**config.mk**
```make
export PLATFORM = sky130hd
export DESIGN_NAME = drc_engine_flat
export DESIGN_NICKNAME = d
export VERILOG_FILES = /design/src/hw/rtl/drc_pkg.sv /design/src/hw/rtl/drc_ifs.sv /design/src/hw/rtl/drc_engine.sv /design/src/flat_wrapper.sv
export SDC_FILE = /design/constraint.sdc
export NUM_CORES = 1
export LEC_CHECK = 0
export BUFFER_PORTS_ARGS = -buffer_cell sky130_fd_sc_hd__buf_4
export CORE_AREA = 2 2 292 294
export DETAILED_ROUTE_END_ITERATION = 10
export DIE_AREA = 0 0 294 296
export PLACE_DENSITY = 0.55
export SKIP_LAST_GASP = 1
export SLEW_MARGIN = 15
export SYNTH_ARGS = -nofsm -noshare
export SYNTH_HDL_FRONTEND = slang
export SYNTH_SLANG_ARGS = --single-unit
```
**constraint.sdc**
```tcl
create_clock -name clk_i -period 20.9 [get_ports clk_i]
set_input_delay 3.135 -clock clk_i [delete_from_list [all_inputs] [get_ports clk_i]]
set_output_delay 3.135 -clock clk_i [all_outputs]
set_load 0.01 [all_outputs]
```
**src/hw/rtl/drc_pkg.sv**
```systemverilog
package drc_pkg;

  localparam int unsigned ENTRIES_DEF = 256;

  localparam int unsigned KEY_W    = 32;
  localparam int unsigned BLK_W    = 64;
  localparam int unsigned REF_W    = 32;
  localparam int unsigned TOT_W    = 64;
  localparam int unsigned BS_W     = 17;
  localparam int unsigned OP_W     = 2;
  localparam int unsigned ST_W     = 2;
  localparam int unsigned DMODE_W  = 2;
  localparam int unsigned CFG_W    = 17;
  localparam int unsigned CFG_IDX_W = 2;

  // key memory word: valid flag above the checksum
  localparam int unsigned KMEM_W = KEY_W + 1;
  // data memory word: block number above the reference count
  localparam int unsigned DMEM_W = BLK_W + REF_W;

  localparam logic [DMODE_W-1:0] DMODE_BLOCK = 2'd2;

  localparam logic [CFG_IDX_W-1:0] REG_ENABLED    = 2'd0;
  localparam logic [CFG_IDX_W-1:0] REG_MODE       = 2'd1;
  localparam logic [CFG_IDX_W-1:0] REG_BLOCK_SIZE = 2'd2;

  localparam logic               ENABLED_RST    = 1'b0;
  localparam logic [DMODE_W-1:0] MODE_RST       = 2'd1;
  localparam logic [BS_W-1:0]    BLOCK_SIZE_RST = 17'd4096;

  localparam logic [REF_W-1:0] REF_MAX = '1;

  typedef enum logic [OP_W-1:0] {
    OP_RECORD  = 2'd0,
    OP_RESOLVE = 2'd1,
    OP_RELEASE = 2'd2
  } op_e;

  typedef enum logic [ST_W-1:0] {
    ST_OK        = 2'd0,
    ST_INVALID   = 2'd1,
    ST_NOT_FOUND = 2'd2,
    ST_FULL      = 2'd3
  } status_e;

  typedef enum logic [2:0] {
    S_CLEAR,
    S_IDLE,
    S_SCAN,
    S_UPD,
    S_RESP
  } state_e;

  typedef struct packed {
    logic               enabled;
    logic [DMODE_W-1:0] dmode;
    logic [BS_W-1:0]    block_size;
  } cfg_t;

  typedef struct packed {
    logic [TOT_W-1:0] saved;
    logic [TOT_W-1:0] shared;
  } sts_t;

endpackage

```
**src/hw/rtl/drc_ifs.sv**
```systemverilog
interface drc_in_if;
  import drc_pkg::*;

  logic               valid;
  logic               ready;
  logic [OP_W-1:0]    mode;
  logic [KEY_W-1:0]   checksum;
  logic [BLK_W-1:0]   block_number;

  modport source (output valid, mode, checksum, block_number, input ready);
  modport sink (input valid, mode, checksum, block_number, output ready);
endinterface

interface drc_out_if;
  import drc_pkg::*;

  logic               valid;
  logic               ready;
  logic [ST_W-1:0]    status;
  logic [BLK_W-1:0]   found_block;
  logic [REF_W-1:0]   ref_count;
  logic [TOT_W-1:0]   bytes_saved;
  logic [TOT_W-1:0]   shared_blocks;

  modport source (
    output valid, status, found_block, ref_count, bytes_saved, shared_blocks,
    input ready
  );
  modport sink (
    input valid, status, found_block, ref_count, bytes_saved, shared_blocks,
    output ready
  );
endinterface

```
**src/hw/rtl/drc_engine.sv**
```systemverilog
module drc_engine #(
  parameter int unsigned ENTRIES = drc_pkg::ENTRIES_DEF
) (
  input  logic                       clk_i,
  input  logic                       rst_ni,
  input  drc_pkg::cfg_t              cfg_i,
  drc_in_if.sink                     in_i,
  drc_out_if.source                  out_o,
  output logic                       key_we_o,
  output logic [drc_pkg::KMEM_W-1:0] key_wdata_o,
  output logic                       dat_we_o,
  output logic [drc_pkg::DMEM_W-1:0] dat_wdata_o,
  output logic [$clog2(ENTRIES)-1:0] waddr_o,
  output logic                       re_o,
  output logic [$clog2(ENTRIES)-1:0] raddr_o,
  input  logic [drc_pkg::KMEM_W-1:0] key_rdata_i,
  input  logic [drc_pkg::DMEM_W-1:0] dat_rdata_i,
  output drc_pkg::sts_t              sts_o
);
  import drc_pkg::*;

  localparam int unsigned AW = $clog2(ENTRIES);
  localparam logic [AW-1:0] LAST_IDX = AW'(ENTRIES - 1);
  localparam logic [AW:0]   SCAN_END = (AW + 1)'(ENTRIES);

  state_e state_q, state_d;

  logic [AW-1:0]    clr_q, clr_d;
  logic [OP_W-1:0]  op_q, op_d;
  logic [KEY_W-1:0] key_q, key_d;
  logic [BLK_W-1:0] blk_q, blk_d;
  logic [AW:0]      scan_q, scan_d;
  logic             cmp_vld_q, cmp_vld_d;
  logic [AW-1:0]    cmp_idx_q, cmp_idx_d;
  logic             hit_q, hit_d;
  logic [AW-1:0]    hit_idx_q, hit_idx_d;
  logic [BLK_W-1:0] hit_blk_q, hit_blk_d;
  logic [REF_W-1:0] hit_refs_q, hit_refs_d;
  logic             free_vld_q, free_vld_d;
  logic [AW-1:0]    free_idx_q, free_idx_d;
  status_e          res_status_q, res_status_d;
  logic [BLK_W-1:0] res_blk_q, res_blk_d;
  logic [REF_W-1:0] res_refs_q, res_refs_d;
  logic [TOT_W-1:0] saved_q, saved_d;
  logic [TOT_W-1:0] shared_q, shared_d;

  logic             ov_q, ov_d;
  logic [ST_W-1:0]  o_status_q, o_status_d;
  logic [BLK_W-1:0] o_blk_q, o_blk_d;
  logic [REF_W-1:0] o_refs_q, o_refs_d;
  logic [TOT_W-1:0] o_saved_q, o_saved_d;
  logic [TOT_W-1:0] o_shared_q, o_shared_d;

  logic             accept;
  logic             need_scan;
  status_e          early_status;
  logic             rd_valid;
  logic [KEY_W-1:0] rd_key;
  logic             match;
  logic             last;
  logic             issue;
  logic             can_load;
  logic [REF_W-1:0] refs_inc;
  logic [REF_W-1:0] refs_dec;

  assign accept   = in_i.valid && in_i.ready;
  assign rd_valid = key_rdata_i[KEY_W];
  assign rd_key   = key_rdata_i[KEY_W-1:0];
  assign match    = cmp_vld_q && rd_valid && (rd_key == key_q);
  assign last     = cmp_vld_q && (cmp_idx_q == LAST_IDX);
  assign issue    = (state_q == S_SCAN) && (scan_q < SCAN_END);
  assign can_load = !ov_q || out_o.ready;
  assign refs_inc = (hit_refs_q == REF_MAX) ? hit_refs_q : hit_refs_q + 1'b1;
  assign refs_dec = hit_refs_q - 1'b1;

  // decide whether the word needs a table search
  always_comb begin
    need_scan    = 1'b0;
    early_status = ST_INVALID;
    case (in_i.mode)
      OP_RECORD: begin
        if (in_i.block_number == '0) begin
          early_status = ST_INVALID;
        end else if (cfg_i.enabled && (cfg_i.dmode >= DMODE_BLOCK)) begin
          need_scan = 1'b1;
        end else begin
          early_status = ST_OK;
        end
      end
      OP_RESOLVE: begin
        need_scan = cfg_i.enabled;
      end
      OP_RELEASE: begin
        need_scan = (in_i.checksum != '0);
      end
      default: begin
        need_scan = 1'b0;
      end
    endcase
  end

  always_comb begin
    state_d = state_q;
    case (state_q)
      S_CLEAR: begin
        if (clr_q == LAST_IDX) state_d = S_IDLE;
      end
      S_IDLE: begin
        if (accept) state_d = need_scan ? S_SCAN : S_RESP;
      end
      S_SCAN: begin
        if (match || last) state_d = S_UPD;
      end
      S_UPD: begin
        state_d = S_RESP;
      end
      S_RESP: begin
        if (can_load) state_d = S_IDLE;
      end
      default: begin
        state_d = S_IDLE;
      end
    endcase
  end

  always_comb begin
    clr_d        = clr_q;
    op_d         = op_q;
    key_d        = key_q;
    blk_d        = blk_q;
    scan_d       = scan_q;
    cmp_vld_d    = 1'b0;
    cmp_idx_d    = cmp_idx_q;
    hit_d        = hit_q;
    hit_idx_d    = hit_idx_q;
    hit_blk_d    = hit_blk_q;
    hit_refs_d   = hit_refs_q;
    free_vld_d   = free_vld_q;
    free_idx_d   = free_idx_q;
    res_status_d = res_status_q;
    res_blk_d    = res_blk_q;
    res_refs_d   = res_refs_q;
    saved_d      = saved_q;
    shared_d     = shared_q;
    ov_d         = ov_q;
    o_status_d   = o_status_q;
    o_blk_d      = o_blk_q;
    o_refs_d     = o_refs_q;
    o_saved_d    = o_saved_q;
    o_shared_d   = o_shared_q;
    key_we_o     = 1'b0;
    key_wdata_o  = '0;
    dat_we_o     = 1'b0;
    dat_wdata_o  = '0;
    waddr_o      = hit_q ? hit_idx_q : free_idx_q;
    re_o         = issue;
    raddr_o      = scan_q[AW-1:0];
    in_i.ready   = (state_q == S_IDLE);

    if (out_o.valid && out_o.ready) ov_d = 1'b0;

    case (state_q)
      S_CLEAR: begin
        key_we_o = 1'b1;
        waddr_o  = clr_q;
        clr_d    = clr_q + 1'b1;
      end
      S_IDLE: begin
        if (accept) begin
          op_d         = in_i.mode;
          key_d        = in_i.checksum;
          blk_d        = in_i.block_number;
          scan_d       = '0;
          hit_d        = 1'b0;
          free_vld_d   = 1'b0;
          res_status_d = early_status;
          res_blk_d    = '0;
          res_refs_d   = '0;
        end
      end
      S_SCAN: begin
        if (issue) begin
          scan_d    = scan_q + 1'b1;
          cmp_vld_d = 1'b1;
          cmp_idx_d = scan_q[AW-1:0];
        end
        if (match) begin
          hit_d      = 1'b1;
          hit_idx_d  = cmp_idx_q;
          hit_blk_d  = dat_rdata_i[DMEM_W-1:REF_W];
          hit_refs_d = dat_rdata_i[REF_W-1:0];
        end
        if (cmp_vld_q && !rd_valid && !free_vld_q) begin
          free_vld_d = 1'b1;
          free_idx_d = cmp_idx_q;
        end
      end
      S_UPD: begin
        res_status_d = ST_OK;
        res_blk_d    = '0;
        res_refs_d   = '0;
        case (op_q)
          OP_RECORD: begin
            if (hit_q) begin
              dat_we_o    = 1'b1;
              dat_wdata_o = {hit_blk_q, refs_inc};
              saved_d     = saved_q + {{(TOT_W - BS_W){1'b0}}, cfg_i.block_size};
              shared_d    = shared_q + 1'b1;
              res_blk_d   = hit_blk_q;
              res_refs_d  = refs_inc;
            end else if (free_vld_q) begin
              key_we_o    = 1'b1;
              key_wdata_o = {1'b1, key_q};
              dat_we_o    = 1'b1;
              dat_wdata_o = {blk_q, REF_W'(1)};
              res_blk_d   = blk_q;
              res_refs_d  = REF_W'(1);
            end else begin
              res_status_d = ST_FULL;
            end
          end
          OP_RESOLVE: begin
            if (hit_q) begin
              res_blk_d  = hit_blk_q;
              res_refs_d = hit_refs_q;
            end else begin
              res_status_d = ST_NOT_FOUND;
            end
          end
          OP_RELEASE: begin
            if (hit_q) begin
              res_blk_d = hit_blk_q;
              if (hit_refs_q <= REF_W'(1)) begin
                key_we_o    = 1'b1;
                key_wdata_o = {1'b0, key_q};
              end else begin
                dat_we_o    = 1'b1;
                dat_wdata_o = {hit_blk_q, refs_dec};
                res_refs_d  = refs_dec;
              end
            end else begin
              res_status_d = ST_NOT_FOUND;
            end
          end
          default: begin
            res_status_d = ST_INVALID;
          end
        endcase
      end
      S_RESP: begin
        if (can_load) begin
          ov_d       = 1'b1;
          o_status_d = res_status_q;
          o_blk_d    = res_blk_q;
          o_refs_d   = res_refs_q;
          o_saved_d  = saved_q;
          o_shared_d = shared_q;
        end
      end
      default: begin
        ov_d = ov_q;
      end
    endcase
  end

  always_ff @(posedge clk_i or negedge rst_ni) begin
    if (!rst_ni) begin
      state_q    <= S_CLEAR;
      clr_q      <= '0;
      scan_q     <= '0;
      cmp_vld_q  <= 1'b0;
      hit_q      <= 1'b0;
      free_vld_q <= 1'b0;
      saved_q    <= '0;
      shared_q   <= '0;
      ov_q       <= 1'b0;
    end else begin
      state_q    <= state_d;
      clr_q      <= clr_d;
      scan_q     <= scan_d;
      cmp_vld_q  <= cmp_vld_d;
      hit_q      <= hit_d;
      free_vld_q <= free_vld_d;
      saved_q    <= saved_d;
      shared_q   <= shared_d;
      ov_q       <= ov_d;
    end
  end

  always_ff @(posedge clk_i) begin
    op_q         <= op_d;
    key_q        <= key_d;
    blk_q        <= blk_d;
    cmp_idx_q    <= cmp_idx_d;
    hit_idx_q    <= hit_idx_d;
    hit_blk_q    <= hit_blk_d;
    hit_refs_q   <= hit_refs_d;
    free_idx_q   <= free_idx_d;
    res_status_q <= res_status_d;
    res_blk_q    <= res_blk_d;
    res_refs_q   <= res_refs_d;
    o_status_q   <= o_status_d;
    o_blk_q      <= o_blk_d;
    o_refs_q     <= o_refs_d;
    o_saved_q    <= o_saved_d;
    o_shared_q   <= o_shared_d;
  end

  assign out_o.valid         = ov_q;
  assign out_o.status        = o_status_q;
  assign out_o.found_block   = o_blk_q;
  assign out_o.ref_count     = o_refs_q;
  assign out_o.bytes_saved   = o_saved_q;
  assign out_o.shared_blocks = o_shared_q;

  assign sts_o.saved  = saved_q;
  assign sts_o.shared = shared_q;

endmodule

```
**src/flat_wrapper.sv**
```systemverilog
// flat-port wrapper written by rule: the top's interface ports become plain ports
module drc_engine_flat import drc_pkg::*;
#(
  parameter int unsigned ENTRIES = drc_pkg::ENTRIES_DEF
)
  (clk_i, rst_ni, cfg_i, key_we_o, key_wdata_o, dat_we_o, dat_wdata_o, waddr_o, re_o, raddr_o, key_rdata_i, dat_rdata_i, sts_o, in_i_valid, in_i_mode, in_i_checksum, in_i_block_number, in_i_ready, out_o_valid, out_o_status, out_o_found_block, out_o_ref_count, out_o_bytes_saved, out_o_shared_blocks, out_o_ready);
  drc_in_if in_i_i ();
  drc_out_if out_o_i ();
  input  logic clk_i;
  input  logic rst_ni;
  input  drc_pkg::cfg_t cfg_i;
  output logic key_we_o;
  output logic [drc_pkg::KMEM_W-1:0] key_wdata_o;
  output logic dat_we_o;
  output logic [drc_pkg::DMEM_W-1:0] dat_wdata_o;
  output logic [$clog2(ENTRIES)-1:0] waddr_o;
  output logic re_o;
  output logic [$clog2(ENTRIES)-1:0] raddr_o;
  input  logic [drc_pkg::KMEM_W-1:0] key_rdata_i;
  input  logic [drc_pkg::DMEM_W-1:0] dat_rdata_i;
  output drc_pkg::sts_t sts_o;
  input wire logic [$bits(in_i_i.valid)-1:0] in_i_valid;
  input wire logic [$bits(in_i_i.mode)-1:0] in_i_mode;
  input wire logic [$bits(in_i_i.checksum)-1:0] in_i_checksum;
  input wire logic [$bits(in_i_i.block_number)-1:0] in_i_block_number;
  output wire logic [$bits(in_i_i.ready)-1:0] in_i_ready;
  output wire logic [$bits(out_o_i.valid)-1:0] out_o_valid;
  output wire logic [$bits(out_o_i.status)-1:0] out_o_status;
  output wire logic [$bits(out_o_i.found_block)-1:0] out_o_found_block;
  output wire logic [$bits(out_o_i.ref_count)-1:0] out_o_ref_count;
  output wire logic [$bits(out_o_i.bytes_saved)-1:0] out_o_bytes_saved;
  output wire logic [$bits(out_o_i.shared_blocks)-1:0] out_o_shared_blocks;
  input wire logic [$bits(out_o_i.ready)-1:0] out_o_ready;
  assign in_i_i.valid = in_i_valid;
  assign in_i_i.mode = in_i_mode;
  assign in_i_i.checksum = in_i_checksum;
  assign in_i_i.block_number = in_i_block_number;
  assign in_i_ready = in_i_i.ready;
  assign out_o_valid = out_o_i.valid;
  assign out_o_status = out_o_i.status;
  assign out_o_found_block = out_o_i.found_block;
  assign out_o_ref_count = out_o_i.ref_count;
  assign out_o_bytes_saved = out_o_i.bytes_saved;
  assign out_o_shared_blocks = out_o_i.shared_blocks;
  assign out_o_i.ready = out_o_ready;
  drc_engine #(.ENTRIES(ENTRIES)) u_core (.clk_i(clk_i), .rst_ni(rst_ni), .cfg_i(cfg_i), .in_i(in_i_i), .out_o(out_o_i), .key_we_o(key_we_o), .key_wdata_o(key_wdata_o), .dat_we_o(dat_we_o), .dat_wdata_o(dat_wdata_o), .waddr_o(waddr_o), .re_o(re_o), .raddr_o(raddr_o), .key_rdata_i(key_rdata_i), .dat_rdata_i(dat_rdata_i), .sts_o(sts_o));
endmodule
```
==> results of run 1 <==
-- sequential cells by signal, indices dropped and copies added (netlist names), 2 cells and up --
name / flops
u_core.out_o.status: 2
u_core.shared_q: 64
u_core.blk_q: 64
u_core.clr_q: 8
u_core.res_status_q: 2
u_core.out_o.bytes_saved: 64
u_core.saved_q: 64
u_core.res_blk_q: 64
u_core.hit_refs_q: 32
u_core.out_o.ref_count: 32
u_core.res_refs_q: 32
u_core.scan_q: 9
u_core.out_o.found_block: 64
u_core.out_o.shared_blocks: 64
u_core.key_q: 32
u_core.state_q: 3
u_core.hit_blk_q: 64
u_core.cmp_idx_q: 8
u_core.hit_idx_q: 8
u_core.op_q: 2
u_core.free_idx_q: 8
-- stage by stage --
step / area (um2) / setup WS [ps] / utilization (%) / instances / hold slack (ps)
after detailed placement: 35800 / 13990 / 42.5 / 3984 / 405
after floorplan: 29100 / 1280 / - / 2234 / 400
after global routing: 38400 / 13300 / 45.6 / 4125 / 413
final: 38400 / 13630 / 45.6 / 4126 / 410
after CTS: 38400 / 13590 / 45.6 / 4121 / 408
after global placement: 35800 / 14020 / 42.5 / 3984 / 401
-- worst max-delay path, stage by stage (launching register included) --
cell	delay, ps
edfxtp_1	560
ha_1	380
nand2_1	130
nor4_1	650
o211a_1	330
nand2_1	140
nor2_1	160
a31oi_1	130
nor3_1	770
buf_4	250
-- power breakdown --
| group | internal [uW] | switching (uW) | total [uW] |
|---|---|---|---|
| registers | 1770 | 88.5 | 1860 |
| logic | 222 | 388 | 611 |
| clock network | 798 | 586 | 1380 |
-- how the worst min path moves through the flow --
stage                                        endpoint  depth (start not counted)  slack, ps                               start
4_1_cts           u_core.out_o.ref_count[8]$_DFFE_PP_                          0        410  u_core.res_refs_q[8]$_SDFFCE_PN0P_
6_report       u_core.out_o.found_block[52]$_DFFE_PP_                          0        410  u_core.res_blk_q[52]$_SDFFCE_PN0P_
3_3_place_gp    u_core.out_o.found_block[0]$_DFFE_PP_                          0        400   u_core.res_blk_q[0]$_SDFFCE_PN0P_
2_1_floorplan   u_core.out_o.found_block[0]$_DFFE_PP_                          0        400   u_core.res_blk_q[0]$_SDFFCE_PN0P_
5_1_grt           u_core.out_o.ref_count[8]$_DFFE_PP_                          0        410  u_core.res_refs_q[8]$_SDFFCE_PN0P_
3_5_place_dp   u_core.out_o.found_block[55]$_DFFE_PP_                          0        400  u_core.res_blk_q[55]$_SDFFCE_PN0P_
-- synthesized netlist by cell type, types with 27 or more instances --
cell	count
edfxtp_1	542
nand2_1	336
a21oi_1	182
dfrtp_1	152
xnor2_1	126
nor2_1	93
clkbuf_1	67
o21ai_0	62
nand3_1	57
nand4_1	56
nor3_1	56
xor2_1	53
and2_1	51
nor4_1	40
and3_1	33
a211oi_1	28
ha_1	27
-- layout make-up --
| class | count | area share, % |
|---|---|---|
| Antenna cell | 5 | 0.0326 |
| Clock buffer | 93 | 5.33 |
| Clock inverter | 44 | 1.41 |
| Inverter | 24 | 0.241 |
| Multi-Input combinational cell | 1402 | 22.1 |
| Sequential cell | 694 | 52.2 |
| Tap cell | 1090 | 3.55 |
| Timing Repair Buffer | 774 | 15.1 |
-- logic make-up (layout without fill, tap and decap cells) --
group / Yosys count / in the layout
buffers and inverters: 138 / 935
flip-flops: 694 / 694
multiplexers: 9 / 9
adder cells (fa/ha/maj): 28 / 28
XOR/XNOR: 179 / 179
AO/OA/AOI/OAI: 375 / 375
AND/OR/NAND/NOR: 811 / 811
other: 0 / 5
-- cells in the final DEF, fill, tap and decap left out, types with 23 or more instances in the layout --
cell	n
a211oi_1	28
a21oi_1	182
and2_1	51
and3_1	33
buf_4	773
clkbuf_16	78
dfrtp_1	152
edfxtp_1	542
ha_1	27
inv_1	23
nand2_1	334
nand3_1	57
nand4_1	56
nor2_1	90
nor3_1	53
nor4_1	40
o21ai_0	62
xnor2_1	126
xor2_1	53
-- per-layer routing --
metal,up-vias,routed length [um],GRT usage (%)
li1,9736,-,-
met1,10372,36600,25.7
met2,996,47600,36.2
met3,197,9080,6.74
met4,14,4720,10.6
met5,-,96,0
==> flow_summary.yaml, run 1 <==
run_status:
  outcome: "completed"
global_routing:
  grt_first_pass_wirelength_um: 140000
  grt.total_usage_pct: 21.8
  grt_start_max_net_pins: 84
  antenna_found_initial: 12
  grt-ovfl-total: 0
  grt_pass1_vias: 21300
sta:
  fin_crit_ps: 7270
  setup_viol: 0
  slew_headroom_pct: 28.9
  worstMarginPinSlew_ps: 1060
  timing.fmax_mhz: 137
  period_share_pct: 34.8
  drv_slew: 0
  finalClockSkew_ps: 47.2
  hold_viol_final: 0
  fin_setup_tns_ps: 0
  rsz0062_at_grt: "false"
cts:
  h-tree-depth: 3
  cts_num_sinks: 694
  cts.repair.resized: 0
  clk_pin_slew_ps: 60
  post_cts_buffers: 0
  cts_root_buf: "clkbuf_16"
  clk_latency_ps: 650
  cts_inserted_buffers: 77
  tritoncts: "done"
  cts_hold_buffers: 0
  cts_buffer_depth: 3
setup_path:
  rrSetupSlack_ps: 16850
  required_ps: 17770
  rr_endpoint: "u_core.hit_blk_q[23]$_DFFE_PP_"
  worstPathMaxFanout: 10
  path_class: "flip-flop to output pin"
  critical_path.endpoint: "dat_wdata_o[20]"
  endpoint_kind: "output pin"
  crit_start: "u_core.hit_refs_q[0]$_DFFE_PP_"
  r2r_cells: 8
  timing.rr.start: "u_core.key_q[15]$_DFFE_PP_"
  start_kind: "flip-flop"
  critPathArrivalTime_ps: 4140
synth:
  synth-xor-area-share_pct: 5.38
  postSynthAreaPerCell_um2: 13.0
  synth_compound_area_share_pct: 7.81
  synth_nets: 2513
  synth_area_leaders: "edfxtp_1 56%, dfrtp_1 13%, nand2_1 4.3%, xnor2_1 3.8%, a21oi_1 3.1%"
  seq_area_frac_synth_pct: 69.0
  synth_ff_type: "edfxtp_1"
  yosysUniqueCellTypes: 85
  synth_fa_ha_area_share_pct: 1.23
  synth_top_family_by_area: "simple AND/OR/NAND/NOR gates"
  synthMuxAreaShare_pct: 0.314
  ys.warnings.count: 0
  synth_area_um2: 29100
  yosysTopAreaCell: "edfxtp_1"
  synthSimpleGateAreaFrac_pct: 14.2
  yosys.area.top_type_share_pct: 55.9
  ys_ff_latch: 694
  synthArstFlopShare_pct: 21.9
  postSynthCellCount: 2234
  synth_enable_flop_cells: 542
drt:
  ant_nets: 0
  dr.first_iter.drc_count: 1537
  drc: 0
  drt_wl_total_um: 98100
  vias: 21315
  wl_per_cell_um: 23.8
  dr.pass1.iters: 6
  avgViaCountPerCell: 5.17
floorplanning:
  coreArea_um2: 84200
  die_area_um2: 87000
  die_y_um: 296
  dieWidth_um: 294
  io_pins: 755
  initial_core_util_pct: 34.6
  placementRows: 107
cells_and_area:
  regArea_um2: 20100
  final_nets: 3252
  syn2layout_area_growth_pct: 32.0
  nFillCells: 7649
  multi_input_area_um2: 8490
  drive_gt1_share_pct: 30.9
placement:
  routabilityCongestion: 0.920
  dp_hpwl_um: 72400
  io_buffer_count: 753
min_path:
  worstHoldPathType: "flip-flop to flip-flop"
power:
  power.leakage_uw: 0.0147
  p_per_area_nw_per_um2: 100
  ir_drop_mv: 0.0662
  power_uw: 3850
run:
  drv_cap: 0
Note: power is estimated with default switching activity, not from simulation.
==> inputs of run 2 (changes only) <==
--- a/config.mk
+++ b/config.mk
@@ -6,10 +6,10 @@
 export NUM_CORES = 1
 export LEC_CHECK = 0
 export BUFFER_PORTS_ARGS = -buffer_cell sky130_fd_sc_hd__buf_4
-export CORE_AREA = 2 2 292 294
+export CORE_AREA = 2 2 298 300
 export DETAILED_ROUTE_END_ITERATION = 10
-export DIE_AREA = 0 0 294 296
-export PLACE_DENSITY = 0.55
+export DIE_AREA = 0 0 300 302
+export PLACE_DENSITY = 0.56
 export SKIP_LAST_GASP = 1
 export SLEW_MARGIN = 15
 export SYNTH_ARGS = -nofsm -noshare
==> constraint.sdc (replaced) <==
create_clock -name clk_i -period 6.3 [get_ports clk_i]
set_input_delay 0.945 -clock clk_i [delete_from_list [all_inputs] [get_ports clk_i]]
set_output_delay 0.945 -clock clk_i [all_outputs]
set_load 0.01 [all_outputs]
==> run 2 against run 1 <==
Compared with the run above: worst hold slack lost 14 ps; die area increased by 4.1%; global-route usage down 0.50 points; routed wire length grew 2.1%.
==> flow_summary.yaml, run 2 (synthesized netlist as in run 1, its figures left out) <==
floorplanning:
  initial_core_util_pct: 33.3
  die_y_um: 302
  die_area_um2: 90600
  coreArea_um2: 87600
  io_pins: 755
  dieWidth_um: 300
  placementRows: 109
cts:
  tritoncts: "done"
  cts_num_sinks: 694
  cts.repair.resized: 0
  clk_latency_ps: 660
  cts_buffer_depth: 3
  h-tree-depth: 3
  clk_pin_slew_ps: 60
  cts_inserted_buffers: 79
  post_cts_buffers: 0
  cts_hold_buffers: 0
  cts_root_buf: "clkbuf_16"
cells_and_area:
  regArea_um2: 20100
  nFillCells: 8089
  final_cell_mix: "766 x buf_4, 542 x edfxtp_1, 333 x nand2_1, 182 x a21oi_1, 152 x dfrtp_1"
  layout_commonest_cell: "buf_4"
  multi_input_area_um2: 8500
  syn2layout_area_growth_pct: 33.1
  drive_gt1_share_pct: 31.2
  final_nets: 3251
drt:
  drt_wl_total_um: 100000
  avgViaCountPerCell: 5.08
  ant_nets: 0
  drc: 0
  dr.first_iter.drc_count: 1690
  wl_per_cell_um: 23.8
  vias: 21327
  dr.pass1.iters: 5
sta:
  worstMarginPinSlew_ps: 1100
  whs_ps: 396
  rsz0062_at_grt: "false"
  hold_viol_final: 0
  fin_setup_tns_ps: 0
  slew_headroom_pct: 26.5
  setup_viol: 0
  fin_crit_ps: 5200
  period_share_pct: 82.5
  drv_slew: 0
  finalClockSkew_ps: 59.4
  timing.fmax_mhz: 192
setup_path:
  crit_start: "u_core.hit_refs_q[13]$_DFFE_PP_"
  path_class: "flip-flop to output pin"
  critPathArrivalTime_ps: 4250
  r2r_cells: 9
  timing.rr.start: "u_core.op_q[0]$_DFFE_PP_"
  required_ps: 5350
  rr_endpoint: "u_core.shared_q[49]$_DFFE_PN0P_"
  endpoint_kind: "output pin"
  start_kind: "flip-flop"
  worstPathMaxFanout: 11
  rrSetupSlack_ps: 2370
global_routing:
  grt-ovfl-total: 0
  grt.total_usage_pct: 21.3
  grt_start_max_net_pins: 117
  grt_pass1_vias: 21224
  grt_first_pass_wirelength_um: 143000
  antenna_found_initial: 12
min_path:
  hold_path_end: "u_core.out_o.found_block[2]$_DFFE_PP_"
  hp-start: "u_core.res_blk_q[2]$_SDFFCE_PN0P_"
  hold_path_depth: 0
  worstHoldPathType: "flip-flop to flip-flop"
run_status:
  outcome: "completed"
power:
  ir_drop_mv: 0.274
  p_per_area_nw_per_um2: 338
  power_uw: 13100
  power.leakage_uw: 0.0148
placement:
  io_buffer_count: 753
  dp_hpwl_um: 73500
  routabilityCongestion: 0.908
run:
  drv_cap: 0
-- run 2: cell count changes in the layout (fill, tap and decap cells not counted), moves of 3 or more --
cell        delta
bufinv_16      +5
clkinvlp_4     -3
buf_12         +4
clkbuf_1       +7
clkinv_2       +8
clkinv_1      -12
inv_16         -3
diode_2        -3
buf_4          -7
-- run 2: layer usage --
layer	share of wire [%]	track usage, %
met5	0.10	0
met4	4.7	10.0
met2	49	36.1
met1	38	25.2
met3	8.2	5.65
-- run 2: final cells by class --
| type | count | area share [%] |
|---|---|---|
| diodes | 2 | 0.0129 |
| repair buffers | 771 | 15.1 |
| multi-input cells | 1402 | 21.9 |
| flip-flops and latches | 694 | 51.8 |
| clock buffers | 103 | 5.52 |
| inverters | 24 | 0.239 |
| clock inverters | 40 | 1.67 |
| well taps | 1165 | 3.76 |
-- run 2: through the flow --
| stage | instances | util [%] | instance area (um2) | worst slack (ps) |
|---|---|---|---|---|
| final | 4201 | 44.3 | 38800 | 1100 |
| after global routing | 4201 | 44.3 | 38800 | 832 |
| after CTS | 4199 | 44.3 | 38800 | 1020 |
| after detailed placement | 4056 | 41.1 | 36000 | 1700 |
| after global placement | 4056 | 41.1 | 36000 | 1770 |
| after floorplan | 2234 | - | 29100 | -636 |
-- run 2: worst max path at each step --
stage                                            end  slack [ps]  cells after the start
3_5_place_dp                         dat_wdata_o[19]        1700                      7
6_report                             dat_wdata_o[19]        1100                      7
3_3_place_gp                         dat_wdata_o[19]        1770                      7
4_1_cts                              dat_wdata_o[19]        1020                      7
2_1_floorplan  u_core.out_o.bytes_saved[0]$_DFFE_PP_        -640                      3
5_1_grt                              dat_wdata_o[19]         830                      7
-- run 2: power breakdown --
part	switching (uW)	leakage, uW	internal [uW]
Sequential	306	0.00701	5870
Combinational	1300	0.00645	756
Clock	1970	0.00135	2920
Total	3570	0.0148	9550
-- run 2: critical path, stage by stage (launching register included) --
cell      delay (ps)
edfxtp_1         600
nand4_4          170
nor3_1           640
nand4_1          680
nand4_1          310
a21oi_1          110
a211oi_1         840
buf_4            260
==> inputs of run 3 (changes only) <==
==> constraint.sdc (replaced) <==
create_clock -name clk_i -period 4.4 [get_ports clk_i]
set_input_delay 0.66 -clock clk_i [delete_from_list [all_inputs] [get_ports clk_i]]
set_output_delay 0.66 -clock clk_i [all_outputs]
set_load 0.01 [all_outputs]
==> run 3 against run 2 <==
Compared with the run above: die area unchanged; via count up 1.3%; sequential cell count unchanged; total power up 41%; first-iteration DRC count up 0.95%; clock power up 36%.
==> flow_summary.yaml, run 3 (synthesized netlist as in run 1, its figures left out) <==
setup_path:
  rr_endpoint: "u_core.hit_blk_q[47]$_DFFE_PP_"
  start_kind: "flip-flop"
  worstPathMaxFanout: 10
  required_ps: 3740
  endpoint_kind: "output pin"
  rrSetupSlack_ps: 1000
  path_class: "flip-flop to output pin"
  r2r_cells: 7
  critPathArrivalTime_ps: 3630
  crit_start: "u_core.hit_refs_q[3]$_DFFE_PP_"
  timing.rr.start: "u_core.key_q[31]$_DFFE_PP_"
  critical_path.endpoint: "dat_wdata_o[27]"
cells_and_area:
  layout_commonest_cell: "buf_4"
  final_cell_mix: "785 x buf_4, 542 x edfxtp_1, 333 x nand2_1, 182 x a21oi_1, 152 x dfrtp_1"
  final_nets: 3277
  regArea_um2: 20100
  drive_gt1_share_pct: 31.9
  nFillCells: 8068
  syn2layout_area_growth_pct: 33.8
  multi_input_area_um2: 8540
  fin_util_pct: 44.5
sta:
  timing.fmax_mhz: 233
  period_share_pct: 97.5
  worstMarginPinSlew_ps: 1120
  drv_slew: 0
  whs_ps: 101
  fin_crit_ps: 4290
  hold_viol_final: 0
  setup_viol: 0
  finalClockSkew_ps: 33.3
  rsz0062_at_grt: "true"
  slew_headroom_pct: 25.3
global_routing:
  grt-ovfl-total: 0
  grt_pass1_vias: 21530
  grt_start_max_net_pins: 114
  grt.total_usage_pct: 21.5
  antenna_found_initial: 11
  grt_first_pass_wirelength_um: 144000
min_path:
  worstHoldPathType: "input port to asynchronous set/reset pin"
cts:
  cts_num_sinks: 694
  clk_latency_ps: 640
  cts_root_buf: "clkbuf_16"
  cts_buffer_depth: 3
  tritoncts: "done"
  h-tree-depth: 3
  cts_inserted_buffers: 79
  cts_hold_buffers: 0
  clk_pin_slew_ps: 60
drt:
  vias: 21605
  dr.pass1.iters: 5
  wl_per_cell_um: 23.9
  ant_nets: 0
  dr.first_iter.drc_count: 1706
  drt_wl_total_um: 101000
  avgViaCountPerCell: 5.11
  drc: 0
run:
  drv_cap: 0
floorplanning:
  placementRows: 109
  io_pins: 755
  coreArea_um2: 87600
  dieWidth_um: 300
  die_y_um: 302
  die_area_um2: 90600
  initial_core_util_pct: 33.3
placement:
  routabilityCongestion: 0.960
  dp_hpwl_um: 75200
  io_buffer_count: 753
power:
  power_uw: 18500
  ir_drop_mv: 0.266
  power.leakage_uw: 0.0149
  p_per_area_nw_per_um2: 474
run_status:
  outcome: "completed"
[run 3: cell count changes in the layout (fill, tap and decap cells not counted), sizes merged, moves of 2 or more]
cell	before	now
diode	2	4
clkbuf	103	105
bufinv	12	7
clkinv	23	26
clkinvlp	2	4
buf	771	797
[run 3: layer usage]
metal / GRT usage, % / part of all wire, % / vias up
li1: - / - / 9784
met1: 25.6 / 38 / 10638
met2: 36.8 / 50 / 994
met3: 5.71 / 8.4 / 183
met4: 8.70 / 3.9 / 6
met5: 0 / 0.034 / -
[run 3: critical path: stages, from the launching register on]
cell and delay (ps):
edfxtp_1 550, nor4_2 530, and4_4 360, and2_1 360, nand3_1 150, o31a_1 270, a211oi_1 540, buf_4 230
[run 3: per-stage QoR]
step | instances | worst slack, ps | TNS [ps] | area (um2)
after floorplan | 2234 | -2250 | -508840 | 29200
after detailed placement | 4078 | 631 | 0 | 36200
after global placement | 4078 | 666 | 0 | 36200
final | 4232 | 109 | 0 | 38900
after global routing | 4231 | -23.4 | -23.4 | 38900
after CTS | 4224 | 15.3 | 0 | 38900
[run 3: where the power goes]
part           switching (uW)  internal (uW)  total, uW  leakage (uW)
Sequential                445           8390       8840       0.00701
Clock                    2790           3890       6680       0.00127
Combinational            1850           1110       2960       0.00660
[run 3: area by class of cell]
class                           instances  share of cell area [%]
Clock buffer                          105                    5.51
Timing Repair Buffer                  797                    15.7
Antenna cell                            4                  0.0257
Sequential cell                       694                    51.6
Multi-Input combinational cell       1402                    21.9
Tap cell                             1165                    3.74
Clock inverter                         41                    1.27
Inverter                               24                   0.238
[run 3: how the worst min path moves through the flow]
| stage | slack, ps | startpoint | cells after the start | to |
|---|---|---|---|---|
| global placement | 400 | u_core.res_blk_q[46]$_SDFFCE_PN0P_ | 0 | u_core.out_o.found_block[46]$_DFFE_PP_ |
| floorplan | 360 | rst_ni | 0 | u_core.clr_q[0]$_DFFE_PN0P_ |
| CTS | 90 | rst_ni | 1 | u_core.saved_q[55]$_DFFE_PN0P_ |
| finish | 100 | rst_ni | 1 | u_core.saved_q[58]$_DFFE_PN0P_ |
| detailed placement | 400 | u_core.res_blk_q[13]$_SDFFCE_PN0P_ | 0 | u_core.out_o.found_block[13]$_DFFE_PP_ |
| global route | 150 | rst_ni | 1 | u_core.saved_q[59]$_DFFE_PN0P_ |
[run 3: timing repair]
item	in CTS	in global routing
endpoints found under the setup margin	2	14
pin swaps	0	0
resized for setup	3	5
buffers inserted	0	4
